<file path="config.mk">
export PLATFORM = sky130hd
export DESIGN_NAME = block_transfer_command_splitter
export DESIGN_NICKNAME = d
export VERILOG_FILES = /design/src/rtl/btcs_pkg.sv /design/src/rtl/btcs_alu.sv /design/src/rtl/block_transfer_command_splitter.sv
export VERILOG_INCLUDE_DIRS = /design/src /design/src/rtl
export SDC_FILE = /design/constraint.sdc
export NUM_CORES = 2
export LEC_CHECK = 0
export BUFFER_PORTS_ARGS = -buffer_cell sky130_fd_sc_hd__buf_2
export CAP_MARGIN = 30
export CORE_UTILIZATION = 50
export DETAILED_ROUTE_END_ITERATION = 12
export PLACE_DENSITY_LB_ADDON = 0.25
export SLEW_MARGIN = 20
export SYNTH_ARGS = -nofsm -noshare
export SYNTH_HDL_FRONTEND = slang
export SYNTH_HIERARCHICAL = 1
export SYNTH_SLANG_ARGS = --single-unit
</file>
<file path="constraint.sdc">
create_clock -name clk -period 14.31 [get_ports clk]
set_input_delay 2.862 -clock clk [delete_from_list [all_inputs] [get_ports clk]]
set_output_delay 2.862 -clock clk [all_outputs]
set_load 0.1 [all_outputs]
</file>
<file path="src/rtl/block_transfer_command_splitter_defines.svh">
// assertion macros for the block transfer command splitter
// no dependencies; included by the top level only
`ifndef BLOCK_TRANSFER_COMMAND_SPLITTER_DEFINES_SVH
`define BLOCK_TRANSFER_COMMAND_SPLITTER_DEFINES_SVH

// same-cycle implication, checked outside reset
`define BTCS_ASSERT_NOW(label, clk, rst_n, ante, cons, msg) \
  label: assert property (@(posedge clk) disable iff (!rst_n) (ante) |-> (cons)) \
    else $error(msg);

// next-cycle implication, checked outside reset
`define BTCS_ASSERT_NEXT(label, clk, rst_n, ante, cons, msg) \
  label: assert property (@(posedge clk) disable iff (!rst_n) (ante) |=> (cons)) \
    else $error(msg);

`endif

</file>
<file path="src/rtl/btcs_pkg.sv">
// shared types and constants of the block transfer command splitter
// no dependencies; used by btcs_alu and the top level
package btcs_pkg;

  localparam int MAX_CHUNKS  = 64;
  localparam int CHUNK_LIMIT = 65535;
  localparam int MAX_UNITS   = 16;

  localparam logic [31:0] BLOCK_CAP = 32'(MAX_CHUNKS * CHUNK_LIMIT);

  // result status codes
  localparam logic [2:0] ST_ISSUE     = 3'd0;
  localparam logic [2:0] ST_NOTHING   = 3'd1;
  localparam logic [2:0] ST_INVALID   = 3'd2;
  localparam logic [2:0] ST_NO_MEDIA  = 3'd3;
  localparam logic [2:0] ST_PROTECTED = 3'd4;
  localparam logic [2:0] ST_BAD_SIZE  = 3'd5;

  // command opcodes and lengths
  localparam logic [7:0] OP_READ10  = 8'h28;
  localparam logic [7:0] OP_WRITE10 = 8'h2a;
  localparam logic [7:0] OP_READ16  = 8'h88;
  localparam logic [7:0] OP_WRITE16 = 8'h8a;
  localparam logic [4:0] CDB_LEN10  = 5'd10;
  localparam logic [4:0] CDB_LEN16  = 5'd16;

  // register indexes
  localparam logic [2:0] REG_UNIT_COUNT = 3'd0;
  localparam logic [2:0] REG_MEDIA_PRES = 3'd1;
  localparam logic [2:0] REG_MEDIA_RO   = 3'd2;
  localparam logic [2:0] REG_LAST_LBA   = 3'd3;
  localparam logic [2:0] REG_BLK_BYTES  = 3'd4;

  // sequencer states
  localparam logic [2:0] S_IDLE   = 3'd0;
  localparam logic [2:0] S_CHECK  = 3'd1;
  localparam logic [2:0] S_RANGE1 = 3'd2;
  localparam logic [2:0] S_RANGE2 = 3'd3;
  localparam logic [2:0] S_MUL    = 3'd4;
  localparam logic [2:0] S_EMIT   = 3'd5;
  localparam logic [2:0] S_REPORT = 3'd6;

  typedef struct packed {
    logic sub;
  } alu_ctl_t;

endpackage

</file>
<file path="src/rtl/btcs_alu.sv">
// shared 64-bit add/subtract unit of the command splitter sequencer
// depends on btcs_pkg
module btcs_alu (
  input  btcs_pkg::alu_ctl_t ctl,
  input  logic [63:0]        a,
  input  logic [63:0]        b,
  output logic [63:0]        sum,
  output logic               borrow
);

  logic [64:0] full;

  assign full   = {1'b0, a} + {1'b0, (ctl.sub ? ~b : b)} + {64'b0, ctl.sub};
  assign sum    = full[63:0];
  assign borrow = ctl.sub & ~full[64];

endmodule

</file>
<file path="src/rtl/block_transfer_command_splitter.sv">
// block transfer command splitter: one request in, up to 64 command beats out
// sequence: check, range1, range2, then mul and emit per chunk; a failed check or range step
// reports a status-only beat, and emit and report hold while out_stall is high with a beat held
// in_stall is high whenever the sequencer is not idle, so for the whole request plus any
// out_stall hold, with the shared 64-bit adder and the chunk multiplier used once per chunk
// reset (synchronous, rst_n low): sequencer idle, out_valid low, register defaults loaded
`include "block_transfer_command_splitter_defines.svh"

module block_transfer_command_splitter (
  input  logic        clk,
  input  logic        rst_n,
  input  logic        psel,
  input  logic        penable,
  input  logic        pwrite,
  input  logic [5:0]  paddr,
  input  logic [63:0] pwdata,
  output logic [63:0] prdata,
  output logic        pready,
  input  logic        in_valid,
  output logic        in_stall,
  input  logic        in_op,
  input  logic [3:0]  in_unit,
  input  logic [63:0] in_start_block,
  input  logic [31:0] in_block_total,
  output logic        out_valid,
  input  logic        out_stall,
  output logic [2:0]  out_status,
  output logic [3:0]  out_unit_out,
  output logic [7:0]  out_opcode,
  output logic [4:0]  out_command_length,
  output logic [63:0] out_chunk_block,
  output logic [15:0] out_chunk_blocks,
  output logic [31:0] out_chunk_bytes,
  output logic        out_last
);

  // configuration registers
  logic [4:0]  unit_count_r;
  logic        media_present_r;
  logic        media_readonly_r;
  logic [63:0] last_lba_r;
  logic [16:0] block_bytes_r;
  logic        cfg_wr;
  logic [2:0]  cfg_idx;

  assign pready  = 1'b1;
  assign cfg_idx = paddr[5:3];
  assign cfg_wr  = psel & penable & pwrite;

  always_ff @(posedge clk) begin
    if (!rst_n) begin
      unit_count_r     <= '0;
      media_present_r  <= 1'b0;
      media_readonly_r <= 1'b0;
      last_lba_r       <= '0;
      block_bytes_r    <= 17'd512;
    end else if (cfg_wr) begin
      case (cfg_idx)
        btcs_pkg::REG_UNIT_COUNT: unit_count_r     <= pwdata[4:0];
        btcs_pkg::REG_MEDIA_PRES: media_present_r  <= pwdata[0];
        btcs_pkg::REG_MEDIA_RO:   media_readonly_r <= pwdata[0];
        btcs_pkg::REG_LAST_LBA:   last_lba_r       <= pwdata;
        btcs_pkg::REG_BLK_BYTES:  block_bytes_r    <= pwdata[16:0];
        default: ;
      endcase
    end
  end

  always_comb begin
    case (cfg_idx)
      btcs_pkg::REG_UNIT_COUNT: prdata = {59'b0, unit_count_r};
      btcs_pkg::REG_MEDIA_PRES: prdata = {63'b0, media_present_r};
      btcs_pkg::REG_MEDIA_RO:   prdata = {63'b0, media_readonly_r};
      btcs_pkg::REG_LAST_LBA:   prdata = last_lba_r;
      btcs_pkg::REG_BLK_BYTES:  prdata = {47'b0, block_bytes_r};
      default:                  prdata = '0;
    endcase
  end

  // sequencer and request state
  logic [2:0]  state_r, state_nxt;
  logic        op_r, op_nxt;
  logic [3:0]  unit_r, unit_nxt;
  logic [63:0] lba_r, lba_nxt;
  logic [31:0] blocks_r, blocks_nxt;
  logic [31:0] blocks_m1_r, blocks_m1_nxt;
  logic [63:0] diff_r, diff_nxt;
  logic [32:0] prod_r, prod_nxt;
  logic [2:0]  pend_st_r, pend_st_nxt;

  // output register
  logic        ov_r, ov_nxt;
  logic [2:0]  o_status_r, o_status_nxt;
  logic [7:0]  o_opcode_r, o_opcode_nxt;
  logic [4:0]  o_len_r, o_len_nxt;
  logic [63:0] o_block_r, o_block_nxt;
  logic [15:0] o_count_r, o_count_nxt;
  logic [31:0] o_bytes_r, o_bytes_nxt;
  logic        o_last_r, o_last_nxt;
  logic [3:0]  o_unit_r, o_unit_nxt;

  logic                in_acc;
  logic                out_free;
  logic [4:0]          units;
  logic [15:0]         count;
  logic                is_short;
  btcs_pkg::alu_ctl_t  alu_ctl;
  logic [63:0]         alu_a, alu_b, alu_sum;
  logic                alu_borrow;

  assign in_stall = (state_r != btcs_pkg::S_IDLE);
  assign in_acc   = in_valid & ~in_stall;
  assign out_free = ~ov_r | ~out_stall;
  assign units    = (unit_count_r > 5'(btcs_pkg::MAX_UNITS)) ? 5'(btcs_pkg::MAX_UNITS)
                                                            : unit_count_r;
  assign count    = (blocks_r > 32'(btcs_pkg::CHUNK_LIMIT)) ? 16'(btcs_pkg::CHUNK_LIMIT)
                                                           : blocks_r[15:0];
  assign is_short = (lba_r[63:32] == 32'b0);

  always_comb begin
    alu_ctl.sub = 1'b1;
    alu_a       = last_lba_r;
    alu_b       = lba_r;
    case (state_r)
      btcs_pkg::S_RANGE2: begin
        alu_a = diff_r;
        alu_b = {32'b0, blocks_m1_r};
      end
      btcs_pkg::S_EMIT: begin
        alu_ctl.sub = 1'b0;
        alu_a       = lba_r;
        alu_b       = {48'b0, count};
      end
      default: ;
    endcase
  end

  btcs_alu u_alu (
    .ctl    (alu_ctl),
    .a      (alu_a),
    .b      (alu_b),
    .sum    (alu_sum),
    .borrow (alu_borrow)
  );

  always_comb begin
    state_nxt     = state_r;
    op_nxt        = op_r;
    unit_nxt      = unit_r;
    lba_nxt       = lba_r;
    blocks_nxt    = blocks_r;
    blocks_m1_nxt = blocks_m1_r;
    diff_nxt      = diff_r;
    prod_nxt      = prod_r;
    pend_st_nxt   = pend_st_r;
    ov_nxt        = ov_r & out_stall;
    o_status_nxt  = o_status_r;
    o_opcode_nxt  = o_opcode_r;
    o_len_nxt     = o_len_r;
    o_block_nxt   = o_block_r;
    o_count_nxt   = o_count_r;
    o_bytes_nxt   = o_bytes_r;
    o_last_nxt    = o_last_r;
    o_unit_nxt    = o_unit_r;
    case (state_r)
      btcs_pkg::S_IDLE: begin
        if (in_acc) begin
          op_nxt     = in_op;
          unit_nxt   = in_unit;
          lba_nxt    = in_start_block;
          blocks_nxt = in_block_total;
          state_nxt  = btcs_pkg::S_CHECK;
        end
      end
      btcs_pkg::S_CHECK: begin
        blocks_m1_nxt = blocks_r - 32'd1;
        state_nxt     = btcs_pkg::S_REPORT;
        if ({1'b0, unit_r} >= units) begin
          pend_st_nxt = btcs_pkg::ST_INVALID;
        end else if (!media_present_r) begin
          pend_st_nxt = btcs_pkg::ST_NO_MEDIA;
        end else if (op_r && media_readonly_r) begin
          pend_st_nxt = btcs_pkg::ST_PROTECTED;
        end else if (blocks_r == 32'b0) begin
          pend_st_nxt = btcs_pkg::ST_NOTHING;
        end else begin
          state_nxt = btcs_pkg::S_RANGE1;
        end
      end
      btcs_pkg::S_RANGE1: begin
        diff_nxt = alu_sum;
        if (alu_borrow) begin
          pend_st_nxt = btcs_pkg::ST_INVALID;
          state_nxt   = btcs_pkg::S_REPORT;
        end else begin
          state_nxt = btcs_pkg::S_RANGE2;
        end
      end
      btcs_pkg::S_RANGE2: begin
        if (alu_borrow || blocks_r > btcs_pkg::BLOCK_CAP) begin
          pend_st_nxt = btcs_pkg::ST_INVALID;
          state_nxt   = btcs_pkg::S_REPORT;
        end else begin
          state_nxt = btcs_pkg::S_MUL;
        end
      end
      btcs_pkg::S_MUL: begin
        prod_nxt  = 33'(count) * 33'(block_bytes_r);
        state_nxt = btcs_pkg::S_EMIT;
      end
      btcs_pkg::S_EMIT: begin
        if (out_free) begin
          ov_nxt     = 1'b1;
          o_unit_nxt = unit_r;
          if (prod_r[32]) begin
            o_status_nxt = btcs_pkg::ST_BAD_SIZE;
            o_opcode_nxt = '0;
            o_len_nxt    = '0;
            o_block_nxt  = '0;
            o_count_nxt  = '0;
            o_bytes_nxt  = '0;
            o_last_nxt   = 1'b1;
            state_nxt    = btcs_pkg::S_IDLE;
          end else begin
            o_status_nxt = btcs_pkg::ST_ISSUE;
            if (is_short) begin
              o_opcode_nxt = op_r ? btcs_pkg::OP_WRITE10 : btcs_pkg::OP_READ10;
              o_len_nxt    = btcs_pkg::CDB_LEN10;
            end else begin
              o_opcode_nxt = op_r ? btcs_pkg::OP_WRITE16 : btcs_pkg::OP_READ16;
              o_len_nxt    = btcs_pkg::CDB_LEN16;
            end
            o_block_nxt = lba_r;
            o_count_nxt = count;
            o_bytes_nxt = prod_r[31:0];
            o_last_nxt  = (blocks_r == {16'b0, count});
            lba_nxt     = alu_sum;
            blocks_nxt  = blocks_r - {16'b0, count};
            state_nxt   = (blocks_r == {16'b0, count}) ? btcs_pkg::S_IDLE
                                                      : btcs_pkg::S_MUL;
          end
        end
      end
      btcs_pkg::S_REPORT: begin
        if (out_free) begin
          ov_nxt       = 1'b1;
          o_unit_nxt   = unit_r;
          o_status_nxt = pend_st_r;
          o_opcode_nxt = '0;
          o_len_nxt    = '0;
          o_block_nxt  = '0;
          o_count_nxt  = '0;
          o_bytes_nxt  = '0;
          o_last_nxt   = 1'b1;
          state_nxt    = btcs_pkg::S_IDLE;
        end
      end
      default: state_nxt = btcs_pkg::S_IDLE;
    endcase
  end

  always_ff @(posedge clk) begin
    if (!rst_n) begin
      state_r <= btcs_pkg::S_IDLE;
      ov_r    <= 1'b0;
    end else begin
      state_r <= state_nxt;
      ov_r    <= ov_nxt;
    end
  end

  always_ff @(posedge clk) begin
    op_r        <= op_nxt;
    unit_r      <= unit_nxt;
    lba_r       <= lba_nxt;
    blocks_r    <= blocks_nxt;
    blocks_m1_r <= blocks_m1_nxt;
    diff_r      <= diff_nxt;
    prod_r      <= prod_nxt;
    pend_st_r   <= pend_st_nxt;
    o_status_r  <= o_status_nxt;
    o_opcode_r  <= o_opcode_nxt;
    o_len_r     <= o_len_nxt;
    o_block_r   <= o_block_nxt;
    o_count_r   <= o_count_nxt;
    o_bytes_r   <= o_bytes_nxt;
    o_last_r    <= o_last_nxt;
    o_unit_r    <= o_unit_nxt;
  end

  assign out_valid          = ov_r;
  assign out_status         = o_status_r;
  assign out_unit_out       = o_unit_r;
  assign out_opcode         = o_opcode_r;
  assign out_command_length = o_len_r;
  assign out_chunk_block    = o_block_r;
  assign out_chunk_blocks   = o_count_r;
  assign out_chunk_bytes    = o_bytes_r;
  assign out_last           = o_last_r;

  `BTCS_ASSERT_NEXT(a_accept_starts_check, clk, rst_n, in_acc, state_r == btcs_pkg::S_CHECK, "accepted request did not start the check step")
  `BTCS_ASSERT_NOW(a_status_is_last, clk, rst_n, ov_r && (o_status_r != btcs_pkg::ST_ISSUE), o_last_r, "status beat without last")
  `BTCS_ASSERT_NOW(a_short_cdb_fits, clk, rst_n, ov_r && (o_status_r == btcs_pkg::ST_ISSUE) && (o_len_r == btcs_pkg::CDB_LEN10), (o_block_r[63:32] == 32'b0) && (o_count_r != 16'b0), "10-byte command with out-of-range address or empty chunk")

endmodule

</file>
# Word-level counts from Yosys, hierarchy flattened
# Cells that the tools add are included.
# Widths: inputs -> output; s select.
[op_classes]
addsub = 4
n_mul = 1
magnitude_cmp = 4
n_eq_ne = 18
muxes = 68
bitwise = 11
reduce_logical = 22
[ops]
columns = ["cell", "count"]
rows = [
  ["$pmux 64 s2", 4],
  ["$mux 64", 7],
  ["$pmux 64 s5", 1],
  ["$mux 32", 6],
  ["$pmux 32 s2", 2],
  ["$add 64x64->65", 1],
  ["$add 65x1->65", 1],
  ["$logic_not 32->1", 2],
  ["$mux 16", 4],
  ["$not 64->64", 1],
  ["$mux 3", 19],
  ["$mul 16x17->33", 1],
  ["$eq 32x16->1", 1],
  ["$gt 32x16->1 const B", 1],
  ["$gt 32x22->1 const B", 1],
  ["$mux 8", 4],
  ["$pmux 16 s2", 1],
  ["$sub 32x1->32 const B", 1],
  ["$sub 32x16->32", 1],
  ["$mux 5", 5],
  ["$pmux 3 s7", 1],
  ["$pmux 8 s2", 1],
  ["$reduce_and 2->1", 7],
  ["$eq 3x2->1 const B", 4],
  ["other kinds (23)", 51],
]
[word_totals]
ff_bits = 458
input_bits = 178
out_inout_bits = 200
elab_cells = 151

# Longest topological paths before layout
[logic_depth]
ltp_word = 12
mapped_depth = 30
mapped_depth_nobuf = 26

# Modules after synthesis
# Netlist, hierarchy kept.
[modules_own_cells]
columns = ["mod", "instances", "cells_each", "area_each_um2", "seq_area_each_um2"]
rows = [
  ["block_transfer_command_splitter", 1, 2941, 28912.7, 12562.0],
  ["btcs_alu", 1, 644, 4383.0, 0.0],
]

# Least setup slack after synthesis
# No wires, ideal clock.
[synth_path]
path_kind = "input port to flip-flop"
from = "in out_stall"
to = "reg o_block_r[0], in the netlist out_chunk_block[0] (enable)"
setup_time_ns = 0.781
arrival_time_ns = 11.705
t_required_ns = 13.529
setup_slack_ns = 1.824
stages = 2
n_path_buf = 0
cell_sequence = "nand2_1 a21boi_0"
[synth_via]
elab_chain_len = 4
elab_cells_between_ends = 5
classes_between = "eq/ne (2); bitwise (2); reduce/logical (1)"
[synth_rtl]
columns = ["element", "line_no", "rtl"]
rows = [
  ["from (decl)", "block_transfer_command_splitter.sv:26", "input logic out_stall,"],
  ["$not 1->1 *", "block_transfer_command_splitter.sv:113", "assign out_free = ~ov_r | ~out_stall;"],
  ["$or 1x1->1 *", "block_transfer_command_splitter.sv:113", ""],
  ["$ne 2x2->1 (no line)", "n/a", ""],
  ["$reduce_and 3->1 (no line) *", "n/a", ""],
  ["to (signal assigned)", "block_transfer_command_splitter.sv:284", "o_block_r <= o_block_nxt;"],
  ["to (decl)", "block_transfer_command_splitter.sv:96", "logic [63:0] o_block_r, o_block_nxt;"],
]
# Mark *: on every way between the ends. The rest lies on a longest branch, timed or not.
# A chain may end at the register's enable or synchronous reset.

# Final worst setup path
[layout_path]
from = "reg blocks_r[20]"
to = "reg prod_r[32] (data pin)"
[layout_via]
elab_chain_len = 3
[layout_rtl]
columns = ["element", "line_no", "rtl"]
rows = [
  ["from (decl)", "block_transfer_command_splitter.sv:85", "logic [31:0] blocks_r, blocks_nxt;"],
  ["from (signal assigned)", "block_transfer_command_splitter.sv:276", "blocks_r <= blocks_nxt;"],
  ["$gt 32x16->1", "block_transfer_command_splitter.sv:116", "assign count = (blocks_r > 32'(btcs_pkg::CHUNK_LIMIT)) ? 16'(btcs_pkg::CHUNK_LIMIT)"],
  ["$mux 16", "block_transfer_command_splitter.sv:116", ""],
  ["$mul 16x17->33", "block_transfer_command_splitter.sv:208", "prod_nxt = 33'(count) * 33'(block_bytes_r);"],
  ["to (signal assigned)", "block_transfer_command_splitter.sv:279", "prod_r <= prod_nxt;"],
  ["to (decl)", "block_transfer_command_splitter.sv:88", "logic [32:0] prod_r, prod_nxt;"],
]
# No other way between the ends.

==> out/summary.txt <==
Run status = completed
CP Max Fanout = 35
Setup WS post-layout = 5360 ps
Yosys reg bits = 449
Fin Setup TNS = 0 ps
Share of cells above drive strength 1 = 13.5%
Fin crit period = 8950 ps
Unique masters post-synth = 86
RSZ-0062 raised after global routing = no
Routed len/inst = 19.8 microns
Static leakage = 16.5 nW
Die Area = 67,600 sq um
Worst r2r path cells = 27
Final Skew = 30.7 ps
I/O pin count = 378
Post-CTS Resized = 0
Asr flop ratio synth = 0%
DP Cell Count = 4,630
IO Port Bufs = 367
Finished Layout Cells = 4,735
CTS Buf Count = 51
Reg-to-Reg Start = blocks_r[20]
Hold Vio Cnt, Final = 0
Simple-gate share of the synthesized area = 20.0%
R2R Path End = prod_r[32]
Worst EP arrival = 9320 ps
Crit-path max cell delay = 810 ps
Largest family of logic cells by synthesized area = simple AND/OR/NAND/NOR gates
Worst slack, placed = 5530 ps
WL final = 93,600 microns
Root Buffer = clkbuf_16
Worst Setup End Kind = flip-flop
Core Area = 65,900 sq um
Grt total ovfl = 0
Yosys warning total = 6
Via count = 26,500
Vias in the first global route = 24,900
Cell Pwr Density = 115 nW/um^2
Worst hold path cell count = 0
Multiplexer area fraction after synthesis = 0.470%
Clock transition at path regs = 70 ps
Dpl hpwl = 68,200 microns
Die outline width = 260 microns
CTS max path bufs = 3
CP max stage cell = nor2_2
Required time of the critical path = 14,680 ps
Post-synthesis sequential area ratio = 37.7%
Number of flops mapped to enable cells by yosys = 357
Area Overhead vs Synth = 12.4%
Worst Hold End = out_unit_out[0]
Global-route wire length before repair = 143,000 microns
Worst-margin pin slew = 1010 ps
Power Total = 4.29 mW
Setup crit start kind = flip-flop
Nets = 4,381
Max Transition Viols Final = 0
Antenna violations before repair = 12
Post-CTS Setup Inserts = 0
Most common cell after layout, fill and taps aside = nand2_1
GR Util All Layers = 27.5%
Reg2Reg Setup Slack = 5360 ps
Max_slew headroom = 32.6%
Initial core utilization = 50.6%
Maximum achievable frequency = 0.112 GHz
Post-DRT Antenna Nets = 0
Via density = 5.60
DRC Markers = 0
Post-Syn Area = 33,300 sq um
Min-delay src = unit_r[0]
Most frequent cells in the layout = nand2_1, buf_2, edfxtp_1
Synth Flop Type = edfxtp_1
Fin util = 56.8%
Die Height = 260 microns
Post-Synth XOR/XNOR Area = 5.34%
Row count = 94
Crit path max-delay family = adder cells
Final setup violation count = 0
Max Cap Viol = 0
H-tree depth = 2
Drt pass-1 iters = 7
WS Path Type = flip-flop to flip-flop
Synth Instances = 3,585
Fin crit share = 62.6%
Average size of a mapped cell = 9.29 sq um
Synth Area in Compound Gates = 11.3%
Max VDD drop = 0.0000944 V
Pin count of the biggest net entering global routing = 80
Worst Path Buf+Inv = 7
Clk sinks = 449
CTS tree = built
DRT iter0 DRCs = 2,323
Hold_buf cts = 0
Clock Latency Late Sink = 630 ps
Adder-cell share of the synthesized area = 19.1%
Worst Hold Class = flip-flop to flip-flop
Placer congestion estimate = 0.925
logic make-up after synthesis:
kind of cell | after synthesis
other | 2
DFF | 449
muxes | 15
AOI/OAI and AO/OA | 597
and+or+nand+nor | 1423
adders and majority gates | 383
buffers and inverters | 513
xor gates and xnor gates | 203
report_power, final:
part	internal, mW	total [mW]	switching (mW)	leakage (nW)
registers	1.61	1.71	0.0974	4.04
clock network	0.798	1.37	0.570	0.842
logic	0.387	1.21	0.825	11.7
synth_stat cells, types with 13 or more instances:
library cell,n,area [sq um]
a21oi_1,199,996
nand4_1,28,175
nor3_1,27,135
nand2_1,764,2870
nor2b_1,51,319
edfxtp_1,357,10700
xor2_1,117,1020
clkbuf_1,190,713
nor2_1,139,522
and3_1,13,81.3
o21ai_0,114,571
a22o_1,29,254
nand3_1,26,130
xnor2_1,86,753
nor4_1,17,106
fa_1,209,4180
and2_1,281,1760
o21bai_1,21,158
dfxtp_1,92,1840
ha_1,174,2180
a21o_1,43,323
a22oi_1,85,638
buf_1,15,56.3
inv_1,285,1070
nand2b_1,27,169
flip-flops by register name, indices dropped and copies added, names as in the netlist, 3 cells and up:
name	flops
diff_r	64
last_lba_r	64
lba_r	64
out_chunk_block	64
prod_r	33
blocks_m1_r	32
blocks_r	32
out_chunk_bytes	32
block_bytes_r	17
out_chunk_blocks	16
unit_count_r	5
out_opcode	4
out_unit_out	4
unit_r	4
out_status	3
pend_st_r	3
state_r	3
per-stage QoR:
stage,hold WS (ps),cell area (sq um)
2_1_floorplan,426,33300
3_3_place_gp,462,35600
3_5_place_dp,461,35700
4_1_cts,473,37400
5_1_grt,494,37400
6_report,471,37400
routing by layer:
layer	wire length [microns]	GRT usage [%]
met2	41200	40.9
met1	41600	39.8
met4	3030	9.76
met3	7820	5.25
met5	31	0
worst max-delay path by stage:
| stage | from | endpoint | slack [ps] | depth (start not counted) |
|---|---|---|---|---|
| after floorplan | out_stall | out_chunk_block[0] | 1820 | 2 |
| after global placement | blocks_r[20] | prod_r[29] | 5520 | 25 |
| after detailed placement | blocks_r[20] | prod_r[29] | 5530 | 25 |
| after CTS | blocks_r[20] | prod_r[29] | 5420 | 25 |
| after global routing | blocks_r[20] | prod_r[29] | 4880 | 27 |
| final | blocks_r[20] | prod_r[32] | 5360 | 27 |
layout make-up:
type | instances | area [sq um]
Fill cell | 5866 | 28400
Sequential cell | 449 | 12600
Clock buffer | 68 | 1400
Timing Repair Buffer | 403 | 2150
Antenna cell | 9 | 22.5
Multi-Input combinational cell | 2628 | 18800
Clock inverter | 27 | 320
Tap cell | 864 | 1080
Inverter | 287 | 1090
No activity file was read; power rests on OpenSTA's default activity.
